**config.mk**
```make
export PLATFORM = sky130hd
export DESIGN_NAME = multiset_permutation_generator
export DESIGN_NICKNAME = d
export VERILOG_FILES = /design/src/rtl/core/mpg_pkg.sv /design/src/rtl/core/mpg_store.sv /design/src/rtl/core/mpg_out.sv /design/src/rtl/core/mpg_seq.sv /design/src/rtl/core/multiset_permutation_generator.sv
export SDC_FILE = /design/constraint.sdc
export NUM_CORES = 1
export LEC_CHECK = 0
export BUFFER_PORTS_ARGS = -buffer_cell sky130_fd_sc_hd__buf_2
export CORE_AREA = 5 5 108 110
export DETAILED_ROUTE_END_ITERATION = 10
export DIE_AREA = 0 0 113 115
export MAX_ROUTING_LAYER = met4
export PLACE_DENSITY = 0.73
export SYNTH_ARGS = -nofsm -noshare
export SYNTH_HDL_FRONTEND = slang
export SYNTH_HIERARCHICAL = 1
export SYNTH_SLANG_ARGS = --single-unit
```
**constraint.sdc**
```tcl
create_clock -name clk -period 6.7 [get_ports clk]
set_clock_uncertainty 0.15 [all_clocks]
set_input_delay 0.67 -clock clk [delete_from_list [all_inputs] [get_ports clk]]
set_output_delay 0.67 -clock clk [all_outputs]
set_load 0.1 [all_outputs]
```
**src/rtl/core/mpg_pkg.sv**
```systemverilog
// package for the multiset permutation generator
// shared constants, sequencer states and the result item type; no dependencies
`timescale 1ns / 1ps

package mpg_pkg;

  // defaults for the top level parameters
  localparam int MAX_N_DEF      = 8;
  localparam int VALUE_BITS_DEF = 8;

  // width of the value fields on the ports
  localparam int IO_BITS = 8;

  // input function codes
  localparam logic FUNC_LOAD = 1'b0;
  localparam logic FUNC_REQ  = 1'b1;

  // sequencer states
  typedef enum logic [3:0] {
    ST_IDLE,
    ST_INS_RD,
    ST_INS_CMP,
    ST_EM_RD,
    ST_EM_LD,
    ST_PV_RD,
    ST_PV_CMP,
    ST_JS_RD,
    ST_JS_CMP,
    ST_SW_P,
    ST_SW_J,
    ST_RV_LO,
    ST_RV_HI,
    ST_RV_WL,
    ST_RV_WH,
    ST_DONE
  } seq_state_t;

  // one result item
  typedef struct packed {
    logic [IO_BITS-1:0] value;
    logic               last;
    logic               done;
  } res_item_t;

  // load request from the sequencer into the output stage
  typedef struct packed {
    logic      load;
    res_item_t item;
  } out_req_t;

endpackage

```
**src/rtl/core/mpg_store.sv**
```systemverilog
// element store: one write port, one read port, registered read data
// depends on nothing but its parameters
`timescale 1ns / 1ps

module mpg_store #(
  parameter int DEPTH = 8,
  parameter int AW    = 3,
  parameter int DW    = 8
) (
  input  logic          clk,
  input  logic          we,
  input  logic [AW-1:0] waddr,
  input  logic [DW-1:0] wdata,
  input  logic          re,
  input  logic [AW-1:0] raddr,
  output logic [DW-1:0] rdata
);

  logic [DW-1:0] mem [DEPTH];

  // write port
  always_ff @(posedge clk) begin
    if (we) begin
      mem[waddr] <= wdata;
    end
  end

  // read port, data holds until the next read
  always_ff @(posedge clk) begin
    if (re) begin
      rdata <= mem[raddr];
    end
  end

endmodule

```
**src/rtl/core/mpg_out.sv**
```systemverilog
// output register stage for result items
// uses mpg_pkg for the result item type
`timescale 1ns / 1ps

module mpg_out (
  input  logic                       clk,
  input  logic                       rst,
  input  mpg_pkg::out_req_t          req,
  output logic                       free,
  output logic                       out_valid,
  input  logic                       out_ready,
  output logic [mpg_pkg::IO_BITS-1:0] out_value,
  output logic                       out_last,
  output logic                       done_res
);
  import mpg_pkg::*;

  res_item_t item;

  // slot can take a new item when empty or being drained
  assign free = !out_valid || out_ready;

  // valid flag
  always_ff @(posedge clk) begin
    if (rst) begin
      out_valid <= 1'b0;
    end else if (req.load) begin
      out_valid <= 1'b1;
    end else if (out_ready) begin
      out_valid <= 1'b0;
    end
  end

  // payload
  always_ff @(posedge clk) begin
    if (req.load) begin
      item <= req.item;
    end
  end

  assign out_value = item.value;
  assign out_last  = item.last;
  assign done_res  = item.done;

endmodule

```
**src/rtl/core/mpg_seq.sv**
```systemverilog
// sequencer: sorted insertion, emission and next-permutation steps on the store
// uses mpg_pkg for states, codes and the result item type
`timescale 1ns / 1ps

module mpg_seq #(
  parameter int MAX_N      = mpg_pkg::MAX_N_DEF,
  parameter int VALUE_BITS = mpg_pkg::VALUE_BITS_DEF,
  parameter int AW         = (MAX_N > 1) ? $clog2(MAX_N) : 1
) (
  input  logic                              clk,
  input  logic                              rst,
  input  logic                              in_valid,
  output logic                              in_ready,
  input  logic                              func,
  input  logic signed [mpg_pkg::IO_BITS-1:0] in_value,
  input  logic                              in_last,
  output logic                              mem_we,
  output logic [AW-1:0]                     mem_waddr,
  output logic [VALUE_BITS-1:0]             mem_wdata,
  output logic                              mem_re,
  output logic [AW-1:0]                     mem_raddr,
  input  logic [VALUE_BITS-1:0]             mem_rdata,
  output mpg_pkg::out_req_t                 out_req,
  input  logic                              out_free
);
  import mpg_pkg::*;

  localparam int CW = $clog2(MAX_N + 1);

  seq_state_t            state, state_next;
  logic [CW-1:0]         count, count_next;
  logic                  closed, closed_next;
  logic                  exhausted, exhausted_next;
  logic [AW-1:0]         idx_a, idx_a_next;
  logic [AW-1:0]         idx_b, idx_b_next;
  logic [VALUE_BITS-1:0] val_a, val_a_next;
  logic [VALUE_BITS-1:0] val_b, val_b_next;

  logic [CW-1:0]         eff_cnt;
  logic [AW-1:0]         last_idx;
  logic [AW-1:0]         lo_inc;
  logic [AW-1:0]         hi_dec;
  logic [VALUE_BITS-1:0] in_conv;

  // input value taken from the low bits of the 8-bit field
  assign in_conv  = VALUE_BITS'($unsigned(in_value));
  // a load after a closed set starts from an empty store
  assign eff_cnt  = closed ? '0 : count;
  assign last_idx = AW'(count - CW'(1));
  assign lo_inc   = idx_b + AW'(1);
  assign hi_dec   = idx_a - AW'(1);

  // state and control registers
  always_ff @(posedge clk) begin
    if (rst) begin
      state     <= ST_IDLE;
      count     <= '0;
      closed    <= 1'b0;
      exhausted <= 1'b0;
    end else begin
      state     <= state_next;
      count     <= count_next;
      closed    <= closed_next;
      exhausted <= exhausted_next;
    end
  end

  // working indexes and values
  always_ff @(posedge clk) begin
    idx_a <= idx_a_next;
    idx_b <= idx_b_next;
    val_a <= val_a_next;
    val_b <= val_b_next;
  end

  // next state, memory accesses and result loads
  always_comb begin
    state_next     = state;
    count_next     = count;
    closed_next    = closed;
    exhausted_next = exhausted;
    idx_a_next     = idx_a;
    idx_b_next     = idx_b;
    val_a_next     = val_a;
    val_b_next     = val_b;
    in_ready       = (state == ST_IDLE);
    mem_we         = 1'b0;
    mem_waddr      = idx_a;
    mem_wdata      = val_a;
    mem_re         = 1'b0;
    mem_raddr      = idx_a;
    out_req        = '0;

    unique case (state)
      ST_IDLE: begin
        if (in_valid) begin
          if (func == FUNC_LOAD) begin
            if (closed) begin
              count_next     = '0;
              closed_next    = 1'b0;
              exhausted_next = 1'b0;
            end
            if (in_last) begin
              closed_next = 1'b1;
            end
            // full store drops the value
            if (eff_cnt < CW'(MAX_N)) begin
              idx_a_next = AW'(eff_cnt);
              val_b_next = in_conv;
              state_next = ST_INS_RD;
            end
          end else begin
            if (!closed || exhausted || count == '0) begin
              state_next = ST_DONE;
            end else begin
              idx_a_next = '0;
              state_next = ST_EM_RD;
            end
          end
        end
      end

      // insertion: shift larger entries up one place
      ST_INS_RD: begin
        if (idx_a == '0) begin
          mem_we     = 1'b1;
          mem_waddr  = idx_a;
          mem_wdata  = val_b;
          count_next = count + CW'(1);
          state_next = ST_IDLE;
        end else begin
          mem_re     = 1'b1;
          mem_raddr  = hi_dec;
          state_next = ST_INS_CMP;
        end
      end

      ST_INS_CMP: begin
        mem_we    = 1'b1;
        mem_waddr = idx_a;
        if ($signed(mem_rdata) > $signed(val_b)) begin
          mem_wdata  = mem_rdata;
          idx_a_next = hi_dec;
          state_next = ST_INS_RD;
        end else begin
          mem_wdata  = val_b;
          count_next = count + CW'(1);
          state_next = ST_IDLE;
        end
      end

      // emission: one element per result item
      ST_EM_RD: begin
        mem_re     = 1'b1;
        mem_raddr  = idx_a;
        state_next = ST_EM_LD;
      end

      ST_EM_LD: begin
        if (out_free) begin
          out_req.load       = 1'b1;
          out_req.item.value = IO_BITS'(mem_rdata);
          out_req.item.last  = (idx_a == last_idx);
          out_req.item.done  = 1'b0;
          if (idx_a == last_idx) begin
            if (count <= CW'(1)) begin
              exhausted_next = 1'b1;
              state_next     = ST_IDLE;
            end else begin
              idx_a_next = last_idx;
              state_next = ST_PV_RD;
            end
          end else begin
            idx_a_next = idx_a + AW'(1);
            state_next = ST_EM_RD;
          end
        end
      end

      // pivot search from the end: first entry below its right neighbor
      ST_PV_RD: begin
        mem_re     = 1'b1;
        mem_raddr  = idx_a;
        state_next = ST_PV_CMP;
      end

      ST_PV_CMP: begin
        if (idx_a == last_idx) begin
          val_a_next = mem_rdata;
          idx_a_next = hi_dec;
          state_next = ST_PV_RD;
        end else if ($signed(mem_rdata) < $signed(val_a)) begin
          idx_b_next = idx_a;
          val_b_next = mem_rdata;
          idx_a_next = last_idx;
          state_next = ST_JS_RD;
        end else if (idx_a == '0) begin
          exhausted_next = 1'b1;
          state_next     = ST_IDLE;
        end else begin
          val_a_next = mem_rdata;
          idx_a_next = hi_dec;
          state_next = ST_PV_RD;
        end
      end

      // rightmost entry greater than the pivot
      ST_JS_RD: begin
        mem_re     = 1'b1;
        mem_raddr  = idx_a;
        state_next = ST_JS_CMP;
      end

      ST_JS_CMP: begin
        if ($signed(mem_rdata) > $signed(val_b)) begin
          val_a_next = mem_rdata;
          state_next = ST_SW_P;
        end else begin
          idx_a_next = hi_dec;
          state_next = ST_JS_RD;
        end
      end

      // swap pivot with the found entry
      ST_SW_P: begin
        mem_we     = 1'b1;
        mem_waddr  = idx_b;
        mem_wdata  = val_a;
        state_next = ST_SW_J;
      end

      ST_SW_J: begin
        mem_we     = 1'b1;
        mem_waddr  = idx_a;
        mem_wdata  = val_b;
        idx_b_next = lo_inc;
        idx_a_next = last_idx;
        state_next = (lo_inc < last_idx) ? ST_RV_LO : ST_IDLE;
      end

      // suffix reversal, one pair per pass through RV_LO, RV_HI, RV_WL and RV_WH
      ST_RV_LO: begin
        mem_re     = 1'b1;
        mem_raddr  = idx_b;
        state_next = ST_RV_HI;
      end

      ST_RV_HI: begin
        mem_re     = 1'b1;
        mem_raddr  = idx_a;
        val_a_next = mem_rdata;
        state_next = ST_RV_WL;
      end

      ST_RV_WL: begin
        mem_we     = 1'b1;
        mem_waddr  = idx_b;
        mem_wdata  = mem_rdata;
        state_next = ST_RV_WH;
      end

      ST_RV_WH: begin
        mem_we     = 1'b1;
        mem_waddr  = idx_a;
        mem_wdata  = val_a;
        idx_b_next = lo_inc;
        idx_a_next = hi_dec;
        state_next = (lo_inc < hi_dec) ? ST_RV_LO : ST_IDLE;
      end

      // single done result
      ST_DONE: begin
        if (out_free) begin
          out_req.load       = 1'b1;
          out_req.item.value = '0;
          out_req.item.last  = 1'b1;
          out_req.item.done  = 1'b1;
          state_next         = ST_IDLE;
        end
      end

      default: begin
        state_next = ST_IDLE;
      end
    endcase
  end

endmodule

```
**src/rtl/core/multiset_permutation_generator.sv**
```systemverilog
// Multiset permutation generator, top level.
// A load item (func = 0) inserts in_value into a store kept in ascending
// order; in_last closes the set, and a load after a closed set starts a new
// one. Loads into a full store are dropped but still honor in_last. Loads
// give no result.
// A request item (func = 1) returns the current permutation as one result
// item per element, out_last on the final one, then steps the store to the
// next distinct permutation in lexicographic order. A request on an open,
// empty or finished set returns one item with done_res and out_last set.
// Both channels are valid/ready. The block takes one item at a time; in_ready
// is high only while the sequencer is idle. A load reads and rewrites each
// entry that moves up, then writes the new value. A request reads and emits
// each element, then reads through the pivot search and the swap search,
// writes the swap pair, and reads and rewrites each reversed pair in turn.
// These steps come from the single read port and single write port of the
// element store. Output stalls hold the sequencer in its emission step and
// its done step; the output register lets the last result wait while the
// next item is taken.
// Synchronous reset empties the set and clears the output valid.
`timescale 1ns / 1ps

module multiset_permutation_generator #(
  parameter int MAX_N      = mpg_pkg::MAX_N_DEF,
  parameter int VALUE_BITS = mpg_pkg::VALUE_BITS_DEF
) (
  input  logic                               clk,
  input  logic                               rst,
  input  logic                               in_valid,
  output logic                               in_ready,
  input  logic                               func,
  input  logic signed [mpg_pkg::IO_BITS-1:0] in_value,
  input  logic                               in_last,
  output logic                               out_valid,
  input  logic                               out_ready,
  output logic signed [mpg_pkg::IO_BITS-1:0] out_value,
  output logic                               out_last,
  output logic                               done_res
);
  import mpg_pkg::*;

  localparam int AW = (MAX_N > 1) ? $clog2(MAX_N) : 1;

  logic                  mem_we;
  logic [AW-1:0]         mem_waddr;
  logic [VALUE_BITS-1:0] mem_wdata;
  logic                  mem_re;
  logic [AW-1:0]         mem_raddr;
  logic [VALUE_BITS-1:0] mem_rdata;
  out_req_t              out_req;
  logic                  out_free;
  logic [IO_BITS-1:0]    out_value_raw;

  // element store
  mpg_store #(
    .DEPTH (MAX_N),
    .AW    (AW),
    .DW    (VALUE_BITS)
  ) u_store (
    .clk   (clk),
    .we    (mem_we),
    .waddr (mem_waddr),
    .wdata (mem_wdata),
    .re    (mem_re),
    .raddr (mem_raddr),
    .rdata (mem_rdata)
  );

  // sequencer
  mpg_seq #(
    .MAX_N      (MAX_N),
    .VALUE_BITS (VALUE_BITS),
    .AW         (AW)
  ) u_seq (
    .clk       (clk),
    .rst       (rst),
    .in_valid  (in_valid),
    .in_ready  (in_ready),
    .func      (func),
    .in_value  (in_value),
    .in_last   (in_last),
    .mem_we    (mem_we),
    .mem_waddr (mem_waddr),
    .mem_wdata (mem_wdata),
    .mem_re    (mem_re),
    .mem_raddr (mem_raddr),
    .mem_rdata (mem_rdata),
    .out_req   (out_req),
    .out_free  (out_free)
  );

  // output register
  mpg_out u_out (
    .clk       (clk),
    .rst       (rst),
    .req       (out_req),
    .free      (out_free),
    .out_valid (out_valid),
    .out_ready (out_ready),
    .out_value (out_value_raw),
    .out_last  (out_last),
    .done_res  (done_res)
  );

  assign out_value = $signed(out_value_raw);

endmodule

```
==> impl_metrics.py, run 1 <==
metrics = {
    "run_status": {
        "status": "complete, no violations",
    },
    "place": {
        "io_buffers": 25,
        "place_area_um2": 6340,
        "gp_congestion": 0.999,
        "dp_cells": 644,
        "dpl.hpwl_um": 9450,
    },
    "critical_path": {
        "slowest_delay_ps": 800,
        "reg2regPathDepth": 6,
        "cp_num_cells": 6,
        "crit_chain": "nor2b_1, nand2_1, mux2i_1, a221o_1, mux4_1, mux2_2",
        "critical-path-top-delay-family": "multiplexers",
        "worst-endpoint-required_ps": 6820,
        "endpoint_kind": "flop",
        "path_max_fanout": 22,
        "start_kind": "flop",
        "startpoint": "u_seq/state[0]$_SDFFE_PP0P_",
        "path_class": "reg -> reg",
        "reg2reg_setup_slack_ps": 2800,
        "endpoint": "u_store/rdata[3]$_DFFE_PP_",
        "critPathSlowestCell": "a221o_1",
        "critPathArrivalTime_ps": 4020,
        "worstPathBufferInverterCount": 0,
        "timing.rr.end": "u_store/rdata[3]$_DFFE_PP_",
        "r2r_start": "u_seq/state[0]$_SDFFE_PP0P_",
    },
    "die": {
        "dieWidth_um": 113,
        "initial_utilization": 0.582,
        "die_h_um": 115,
        "num_rows": 38,
        "dieArea_um2": 13000,
        "ios": 26,
        "core_area_um2": 10600,
    },
    "timing": {
        "whs_ps": 242,
        "hold_viol": 0,
        "setup_tns_ps": 0,
        "slew_headroom": 0.232,
        "worst_slew_pin_slew_ps": 1140,
        "setup_violations": 0,
        "post-route-min-period_ps": 3900,
        "final_max_slew_viol_count": 0,
        "fin_crit_sh": 0.582,
        "rsz0062_at_grt": "no",
        "max_clock_freq_mhz": 256,
    },
    "synth": {
        "synth_cells": 499,
        "ys_seq_elements": 115,
        "synth_edf_count": 104,
        "yosysUniqueCellTypes": 66,
        "yosysMostFrequentCell": "edfxtp_1",
        "netlist_top_cells_count": "104 x edfxtp_1, 61 x nand2_1, 32 x nor2_1",
        "synth.area.top_cells": "edfxtp_1 51%, mux4_1 6.4%, ha_1 5.5%, nand2_1 3.7%, dfxtp_1 3.6%",
        "synth-main-ff-cell": "edfxtp_1",
        "synth_area_um2": 6170,
        "ys_warn_count": 6,
        "synth_top_area_frac": 0.506,
        "synth-seq-area-share": 0.542,
        "synth_fp_nets": 540,
        "async_flop_share": 0,
        "synth.largest_area_cell": "edfxtp_1",
        "avgSynthCellArea_um2": 12.4,
    },
    "detailed_routing": {
        "wl_met1_um": 5840,
        "vias": 4249,
        "firstDrtPassIters": 6,
        "route.met3.wl_um": 928,
        "drc": 0,
        "ant_nets": 0,
        "drt_wl_total_um": 13800,
        "wl_met2_um": 6700,
        "wl_per_cell_um": 20.4,
        "via_per_inst": 6.29,
        "drt_iter0_drc": 457,
        "top_layer": "met4",
    },
    "clock_tree": {
        "cts_buffers": 17,
        "holdBufCountCts": 0,
        "clk_pin_slew_ps": 60,
        "clock_path_buffers": 2,
        "ctsResizeCount": 0,
        "clockRootBuffer": "clkbuf_8",
        "cts.sinks": 115,
        "cts_htree_levels": 4,
        "post_cts_buffers": 0,
        "cts_tree": "done",
        "clock_latency_ps": 520,
    },
    "global_routing": {
        "grt_first_pass_wirelength_um": 22300,
        "grt_max_degree": 27,
        "grt_overflow": 0,
        "antenna_found_initial": 0,
        "grt_pass1_vias": 4209,
        "track_usage": 0.232,
    },
    "worst_hold_path": {
        "min_path_type": "in -> reg",
        "worstHoldStart": "in_last",
    },
    "pwr": {
        "p_leak_nw": 2.64,
        "ir_drop_mv": 0.293,
        "powerDensity_nw_per_um2": 560,
    },
    "flow_run": {
        "drv_cap": 0,
    },
    "final_layout": {
        "num_antenna_cells": 0,
        "drive_gt1_frac": 0.157,
        "final_cells": 676,
        "n_fill_cell": 780,
        "post-route-util": 0.653,
        "num-nets-final": 564,
        "syn_to_final_growth_pct": 12.2,
        "postLayoutCellArea_um2": 6920,
    },
}
==> cell families (layout without fill, tap and decap cells) <==
group / after synthesis / count (layout) / synth area share
flops: 115 / 115 / 0.542
xor+xnor: 7 / 7 / 0.0124
mux: 35 / 35 / 0.102
fa+ha+maj: 27 / 27 / 0.0548
compound gates: 100 / 100 / 0.119
simple gates: 164 / 164 / 0.130
buf+inv: 51 / 88 / 0.0402
==> per-layer routing <==
| metal | track usage | vias to the layer above |
|---|---|---|
| met3 | 0.0511 | 30 |
| li1 | - | 1954 |
| met2 | 0.365 | 198 |
| met5 | - | - |
| met1 | 0.295 | 2067 |
| met4 | 0.0913 | 0 |
==> state kept, by name (all words and copies together) (netlist names) <==
name             count
u_store/mem         64
u_out/out_value      8
u_seq/val_a          8
u_seq/val_b          8
u_store/rdata        8
u_seq/count          4
u_seq/state          4
u_seq/idx_a          3
u_seq/idx_b          3
u_out/done_res       1
u_out/out_last       1
u_out/out_valid      1
u_seq/closed         1
u_seq/exhausted      1
==> how the worst min path moves through the flow <==
stage | slack, ps | endpoint | cells after the start
final | 240 | u_seq/closed$_SDFFE_PP0P_ | 3
after global routing | 250 | u_seq/closed$_SDFFE_PP0P_ | 3
after CTS | 230 | u_seq/closed$_SDFFE_PP0P_ | 3
after detailed placement | 350 | u_seq/val_a[0]$_DFFE_PP_ | 0
after global placement | 360 | u_seq/val_a[0]$_DFFE_PP_ | 0
after floorplan | 320 | u_seq/val_a[0]$_DFFE_PP_ | 0
==> cell type report <==
cell class / instances / area, µm² / share of cell area
timing repair buffer: 27 / 140 / 0.0202
clock buffer: 17 / 414 / 0.0598
clock inverter: 15 / 161 / 0.0233
multi-input combinational: 333 / 2580 / 0.372
sequential: 115 / 3340 / 0.483
inverter: 29 / 109 / 0.0157
tap: 140 / 175 / 0.0253
==> power breakdown <==
part,internal (mW),total [mW],switching (mW)
Combinational,0.633,1.69,1.05
Clock,0.508,0.869,0.361
Sequential,1.13,1.32,0.188
==> cell usage in the layout, fill, tap and decap left out, types with 4 or more instances in the layout <==
cell type and instances:
nand2_1 61, clkbuf_16 16, nor3_1 15, and3_1 5, inv_6 7, nor2_1 32
nor2b_1 9, o21a_1 4, dfxtp_1 11, a31oi_1 7, nand2b_1 9, o221ai_1 4
o21ai_0 16, buf_2 25, xnor2_1 5, and2_1 17, mux2_2 15, a221o_1 10
a21oi_1 20, mux4_1 15, edfxtp_1 104, inv_1 29, ha_1 27
==> worst reg2reg max path: stages (launching register included) <==
cell and delay (ps):
dfxtp_1 790, nor2b_1 440, nand2_1 220, mux2i_1 270
a221o_1 800, mux4_1 690, mux2_2 290
==> metrics by stage <==
stage | setup slack [ps] | power (mW)
floorplan | 3920 | 2.61
global placement | 3130 | 2.92
detailed placement | 2920 | 2.97
CTS | 2870 | 3.86
global route | 2700 | 4.09
finish | 2800 | 3.88
No activity file was read; power rests on OpenSTA's default activity.
==> run 2: changes to the inputs <==
==> constraint.sdc (replaced) <==
create_clock -name clk -period 4.1 [get_ports clk]
set_clock_uncertainty 0.15 [all_clocks]
set_input_delay 0.41 -clock clk [delete_from_list [all_inputs] [get_ports clk]]
set_output_delay 0.41 -clock clk [all_outputs]
set_load 0.1 [all_outputs]
==> run 2 against run 1 <==
Net effect: worst setup slack worse by 2400 ps; power up 66%; critical endpoint is now u_store/rdata[0]$_DFFE_PP_; non-clock buffer count up 14; die area unchanged; first-iteration DRC count down 18%; critical path type unchanged; highest routed layer unchanged; clock-buffer cell count unchanged.
==> impl_metrics.py, run 2 (synthesis gave the netlist of run 1 again) <==
metrics = {
    "pwr": {
        "intPower_mw": 3.81,
        "switchingPower_mw": 2.63,
        "switching_share": 0.408,
        "p_comb_frac": 0.449,
        "clockPowerShare": 0.226,
        "p_leak_nw": 2.72,
        "total_power_mw": 6.44,
        "powerDensity_nw_per_um2": 914,
        "ir_drop_mv": 0.490,
        "seqPwrFrac": 0.325,
    },
    "critical_path": {
        "crit_chain": "inv_1, nor3_1, a221o_1, mux4_1, mux2_2",
        "timing.rr.end": "u_store/rdata[0]$_DFFE_PP_",
        "startpoint": "u_seq/state[3]$_SDFFE_PP0P_",
        "reg2reg_setup_slack_ps": 440,
        "endpoint_kind": "flop",
        "worst-endpoint-required_ps": 4220,
        "critPathArrivalTime_ps": 3780,
        "start_kind": "flop",
        "endpoint": "u_store/rdata[0]$_DFFE_PP_",
        "r2r_start": "u_seq/state[3]$_SDFFE_PP0P_",
        "path_class": "reg -> reg",
        "path_max_fanout": 17,
        "slowest_delay_ps": 870,
        "critPathSlowestCell": "a221o_1",
        "reg2regPathDepth": 5,
    },
    "detailed_routing": {
        "wl_per_cell_um": 21.0,
        "via_per_inst": 6.17,
        "firstDrtPassIters": 8,
        "vias": 4258,
        "drt_wl_total_um": 14500,
        "ant_nets": 0,
        "drc": 0,
        "drt_iter0_drc": 374,
    },
    "die": {
        "dieWidth_um": 113,
        "ios": 26,
        "dieArea_um2": 13000,
        "initial_utilization": 0.582,
        "core_area_um2": 10600,
        "die_h_um": 115,
        "num_rows": 38,
    },
    "timing": {
        "worst_slew_pin_slew_ps": 938,
        "setup_violations": 0,
        "setup_tns_ps": 0,
        "hold_viol": 0,
        "max_clock_freq_mhz": 274,
        "slew_headroom": 0.374,
        "post-route-min-period_ps": 3660,
        "setup_ws_ps": 444,
        "fin_crit_sh": 0.892,
        "rsz0062_at_grt": "no",
        "final_max_slew_viol_count": 0,
    },
    "clock_tree": {
        "cts_tree": "done",
        "cts.sinks": 115,
        "clock_latency_ps": 520,
        "cts_buffers": 17,
        "clockRootBuffer": "clkbuf_8",
        "cts_htree_levels": 4,
        "post_cts_buffers": 0,
        "clk_pin_slew_ps": 60,
        "clock_path_buffers": 2,
        "holdBufCountCts": 3,
        "ctsResizeCount": 0,
    },
    "final_layout": {
        "largest_register_ffs": 64,
        "post-route-util": 0.664,
        "drive_gt1_frac": 0.171,
        "most-common-layout-cells": "104 x edfxtp_1, 61 x nand2_1, 32 x nor2_1",
        "largest_register": "u_store/mem",
        "num-nets-final": 578,
        "final_cells": 690,
        "final_common_cell": "edfxtp_1",
        "syn_to_final_growth_pct": 14.2,
        "num_antenna_cells": 0,
    },
    "global_routing": {
        "antenna_found_initial": 0,
        "grt_pass1_vias": 4236,
        "grt_first_pass_wirelength_um": 22800,
        "grt_overflow": 0,
        "track_usage": 0.240,
        "grt_max_degree": 26,
    },
    "place": {
        "dp_cells": 655,
        "gp_congestion": 0.998,
        "io_buffers": 25,
        "dp_slack_ps": 597,
        "dpl.hpwl_um": 9670,
    },
    "worst_hold_path": {
        "hold_path_depth": 2,
        "min_path_type": "in -> reg",
    },
    "run_status": {
        "status": "complete, no violations",
    },
    "flow_run": {
        "drv_cap": 0,
    },
}
-- run 2: critical path, delay by kind of cell, from the launching register on --
| kind | cells | cell delay [ps] |
|---|---|---|
| buffers and inverters | 1 | 210 |
| flip-flops | 1 | 660 |
| multiplexers | 2 | 1000 |
| AO/OA/AOI/OAI | 1 | 870 |
| AND/OR/NAND/NOR | 1 | 520 |
-- run 2: how the worst min path moves through the flow --
stage	from	end	slack, ps
floorplan	u_store/rdata[0]$_DFFE_PP_	u_seq/val_a[0]$_DFFE_PP_	320
global placement	u_store/rdata[0]$_DFFE_PP_	u_seq/val_a[0]$_DFFE_PP_	380
detailed placement	u_store/rdata[0]$_DFFE_PP_	u_seq/val_a[0]$_DFFE_PP_	370
CTS	rst	u_out/out_valid$_SDFFE_PP0P_	6
global route	rst	u_out/out_valid$_SDFFE_PP0P_	10
finish	rst	u_out/out_valid$_SDFFE_PP0P_	20
-- run 2: final cells by class --
class / count / area, µm²
fill: 771 / 3560
clock inverter: 15 / 171
clock buffer: 17 / 414
timing repair buffer: 41 / 253
tap: 140 / 175
sequential: 115 / 3340
multi-input combinational: 333 / 2580
inverter: 29 / 109
-- run 2: routing by layer --
layer  wire length (µm)  GRT usage
met5                  0          -
met4                333     0.0929
met3                808     0.0495
met2               7220      0.389
met1               6140      0.299
-- run 2: through the flow --
| stage | instance area [µm²] | hold WS (ps) |
|---|---|---|
| after global routing | 7040 | 10.1 |
| after CTS | 7040 | 6.09 |
| after detailed placement | 6430 | 369 |
| final | 7040 | 20.7 |
| after global placement | 6430 | 381 |
| after floorplan | 6170 | 316 |
-- run 2: power groups by stage --
| stage | logic [mW] | registers (mW) | clock network (mW) |
|---|---|---|---|
| finish | 2.89 | 2.10 | 1.45 |
| global route | 3.12 | 2.13 | 1.54 |
| CTS | 2.84 | 2.09 | 1.47 |
| detailed placement | 2.79 | 2.11 | 0 |
| global placement | 2.73 | 2.10 | 0 |
| floorplan | 2.16 | 2.11 | 0 |
==> run 3: changes to the inputs <==
==> constraint.sdc (replaced) <==
create_clock -name clk -period 4.1 [get_ports clk]
set_clock_uncertainty 0.15 [all_clocks]
set_input_delay 0.82 -clock clk [delete_from_list [all_inputs] [get_ports clk]]
set_output_delay 0.82 -clock clk [all_outputs]
set_load 0.1 [all_outputs]
==> run 3 against run 2 <==
Net effect: via count decreased by 1.1%; register-to-register slack about the same; clock power about the same; global-route usage decreased by 0.38 points; die area unchanged; sequential share of layout area increased by 0.20 points; sequential power about the same; critical path type unchanged; critical endpoint is now u_store/rdata[4]$_DFFE_PP_; highest routed layer unchanged.
==> impl_metrics.py, run 3 (synthesis gave the netlist of run 1 again) <==
metrics = {
    "critical_path": {
        "critical-path-top-delay-family": "multiplexers",
        "critPathArrivalTime_ps": 3770,
        "path_max_fanout": 17,
        "critPathSlowestCell": "a221o_1",
        "reg2reg_setup_slack_ps": 440,
        "slowest_delay_ps": 880,
        "worstPathBufferInverterCount": 1,
        "crit_chain": "inv_1, nor3_1, a221o_1, mux4_1, mux2_2",
        "worst-endpoint-required_ps": 4220,
        "cp_num_cells": 5,
        "start_kind": "flop",
        "endpoint_kind": "flop",
        "reg2regPathDepth": 5,
        "startpoint": "u_seq/state[3]$_SDFFE_PP0P_",
        "r2r_start": "u_seq/state[3]$_SDFFE_PP0P_",
        "path_class": "reg -> reg",
        "timing.rr.end": "u_store/rdata[4]$_DFFE_PP_",
    },
    "final_layout": {
        "syn_to_final_growth_pct": 13.7,
        "final_common_cell": "edfxtp_1",
        "num-nets-final": 575,
        "postLayoutCellArea_um2": 7010,
        "largest_register_ffs": 64,
        "most-common-layout-cells": "104 x edfxtp_1, 61 x nand2_1, 32 x nor2_1",
        "drive_gt1_frac": 0.172,
        "largest_register": "u_store/mem",
        "num_antenna_cells": 0,
    },
    "detailed_routing": {
        "drt_iter0_drc": 410,
        "drt_wl_total_um": 14100,
        "vias": 4213,
        "firstDrtPassIters": 5,
        "wl_per_cell_um": 20.5,
        "via_per_inst": 6.13,
        "drc": 0,
        "ant_nets": 0,
    },
    "die": {
        "ios": 26,
        "dieArea_um2": 13000,
        "core_area_um2": 10600,
        "initial_utilization": 0.582,
        "num_rows": 38,
        "die_h_um": 115,
        "dieWidth_um": 113,
    },
    "clock_tree": {
        "clock_latency_ps": 510,
        "cts_buffers": 17,
        "ctsResizeCount": 0,
        "cts.sinks": 115,
        "holdBufCountCts": 0,
        "cts_tree": "done",
        "clock_path_buffers": 2,
        "cts_htree_levels": 4,
        "clockRootBuffer": "clkbuf_8",
        "clk_pin_slew_ps": 60,
        "post_cts_buffers": 0,
    },
    "timing": {
        "rsz0062_at_grt": "no",
        "slew_headroom": 0.373,
        "setup_violations": 0,
        "hold_viol": 0,
        "max_clock_freq_mhz": 273,
        "setup_tns_ps": 0,
        "worst_slew_pin_slew_ps": 940,
        "fin_crit_sh": 0.892,
        "post-route-min-period_ps": 3660,
        "final_max_slew_viol_count": 0,
    },
    "worst_hold_path": {
        "hold_path_depth": 0,
        "worstHoldStart": "u_store/rdata[0]$_DFFE_PP_",
        "min_path_type": "reg -> reg",
        "hold_path_end": "u_seq/val_a[0]$_DFFE_PP_",
    },
    "global_routing": {
        "grt_overflow": 0,
        "track_usage": 0.236,
        "grt_pass1_vias": 4206,
        "antenna_found_initial": 0,
        "grt_first_pass_wirelength_um": 22500,
        "grt_max_degree": 26,
    },
    "pwr": {
        "total_power_mw": 6.41,
        "p_leak_nw": 2.71,
        "powerDensity_nw_per_um2": 914,
        "ir_drop_mv": 0.489,
    },
    "place": {
        "gp_congestion": 0.998,
        "io_buffers": 25,
        "place_area_um2": 6430,
        "dpl.hpwl_um": 9670,
    },
    "flow_run": {
        "drv_cap": 0,
    },
    "run_status": {
        "status": "complete, no violations",
    },
}
==> run 3: power breakdown <==
part	internal [mW]	total, mW	switching (mW)
clock	0.883	1.45	0.565
combinational	1.08	2.87	1.79
sequential	1.85	2.09	0.245
==> run 3: area by class of cell <==
class,count,area (µm²)
Multi-Input combinational cell,333,2580
Fill cell,774,3590
Clock buffer,17,414
Timing Repair Buffer,38,223
Inverter,29,109
Clock inverter,15,171
Sequential cell,115,3340
Tap cell,140,175
==> run 3: how the worst max path moves through the flow <==
stage / to
3_3_place_gp: u_store/rdata[0]$_DFFE_PP_
4_1_cts: u_store/rdata[4]$_DFFE_PP_
5_1_grt: u_store/rdata[4]$_DFFE_PP_
2_1_floorplan: u_store/rdata[1]$_DFFE_PP_
3_5_place_dp: u_store/rdata[7]$_DFFE_PP_
6_report: u_store/rdata[4]$_DFFE_PP_
==> run 3: per-stage QoR <==
stage                     utilization  setup WS (ps)  hold WS (ps)  cells
after floorplan                     -           1320           316    499
after global placement          0.606            720           381    655
after detailed placement        0.606            597           369    655
after CTS                       0.661            508           382    687
after global routing            0.661            296           401    687
final                           0.661            443           389    687
==> run 3: per-layer routing <==
metal,share of wire,GRT usage,wire [µm]
met1,0.43,0.297,6110
met2,0.49,0.385,6930
met3,0.056,0.0495,790
met4,0.018,0.0793,252
met5,0,-,0
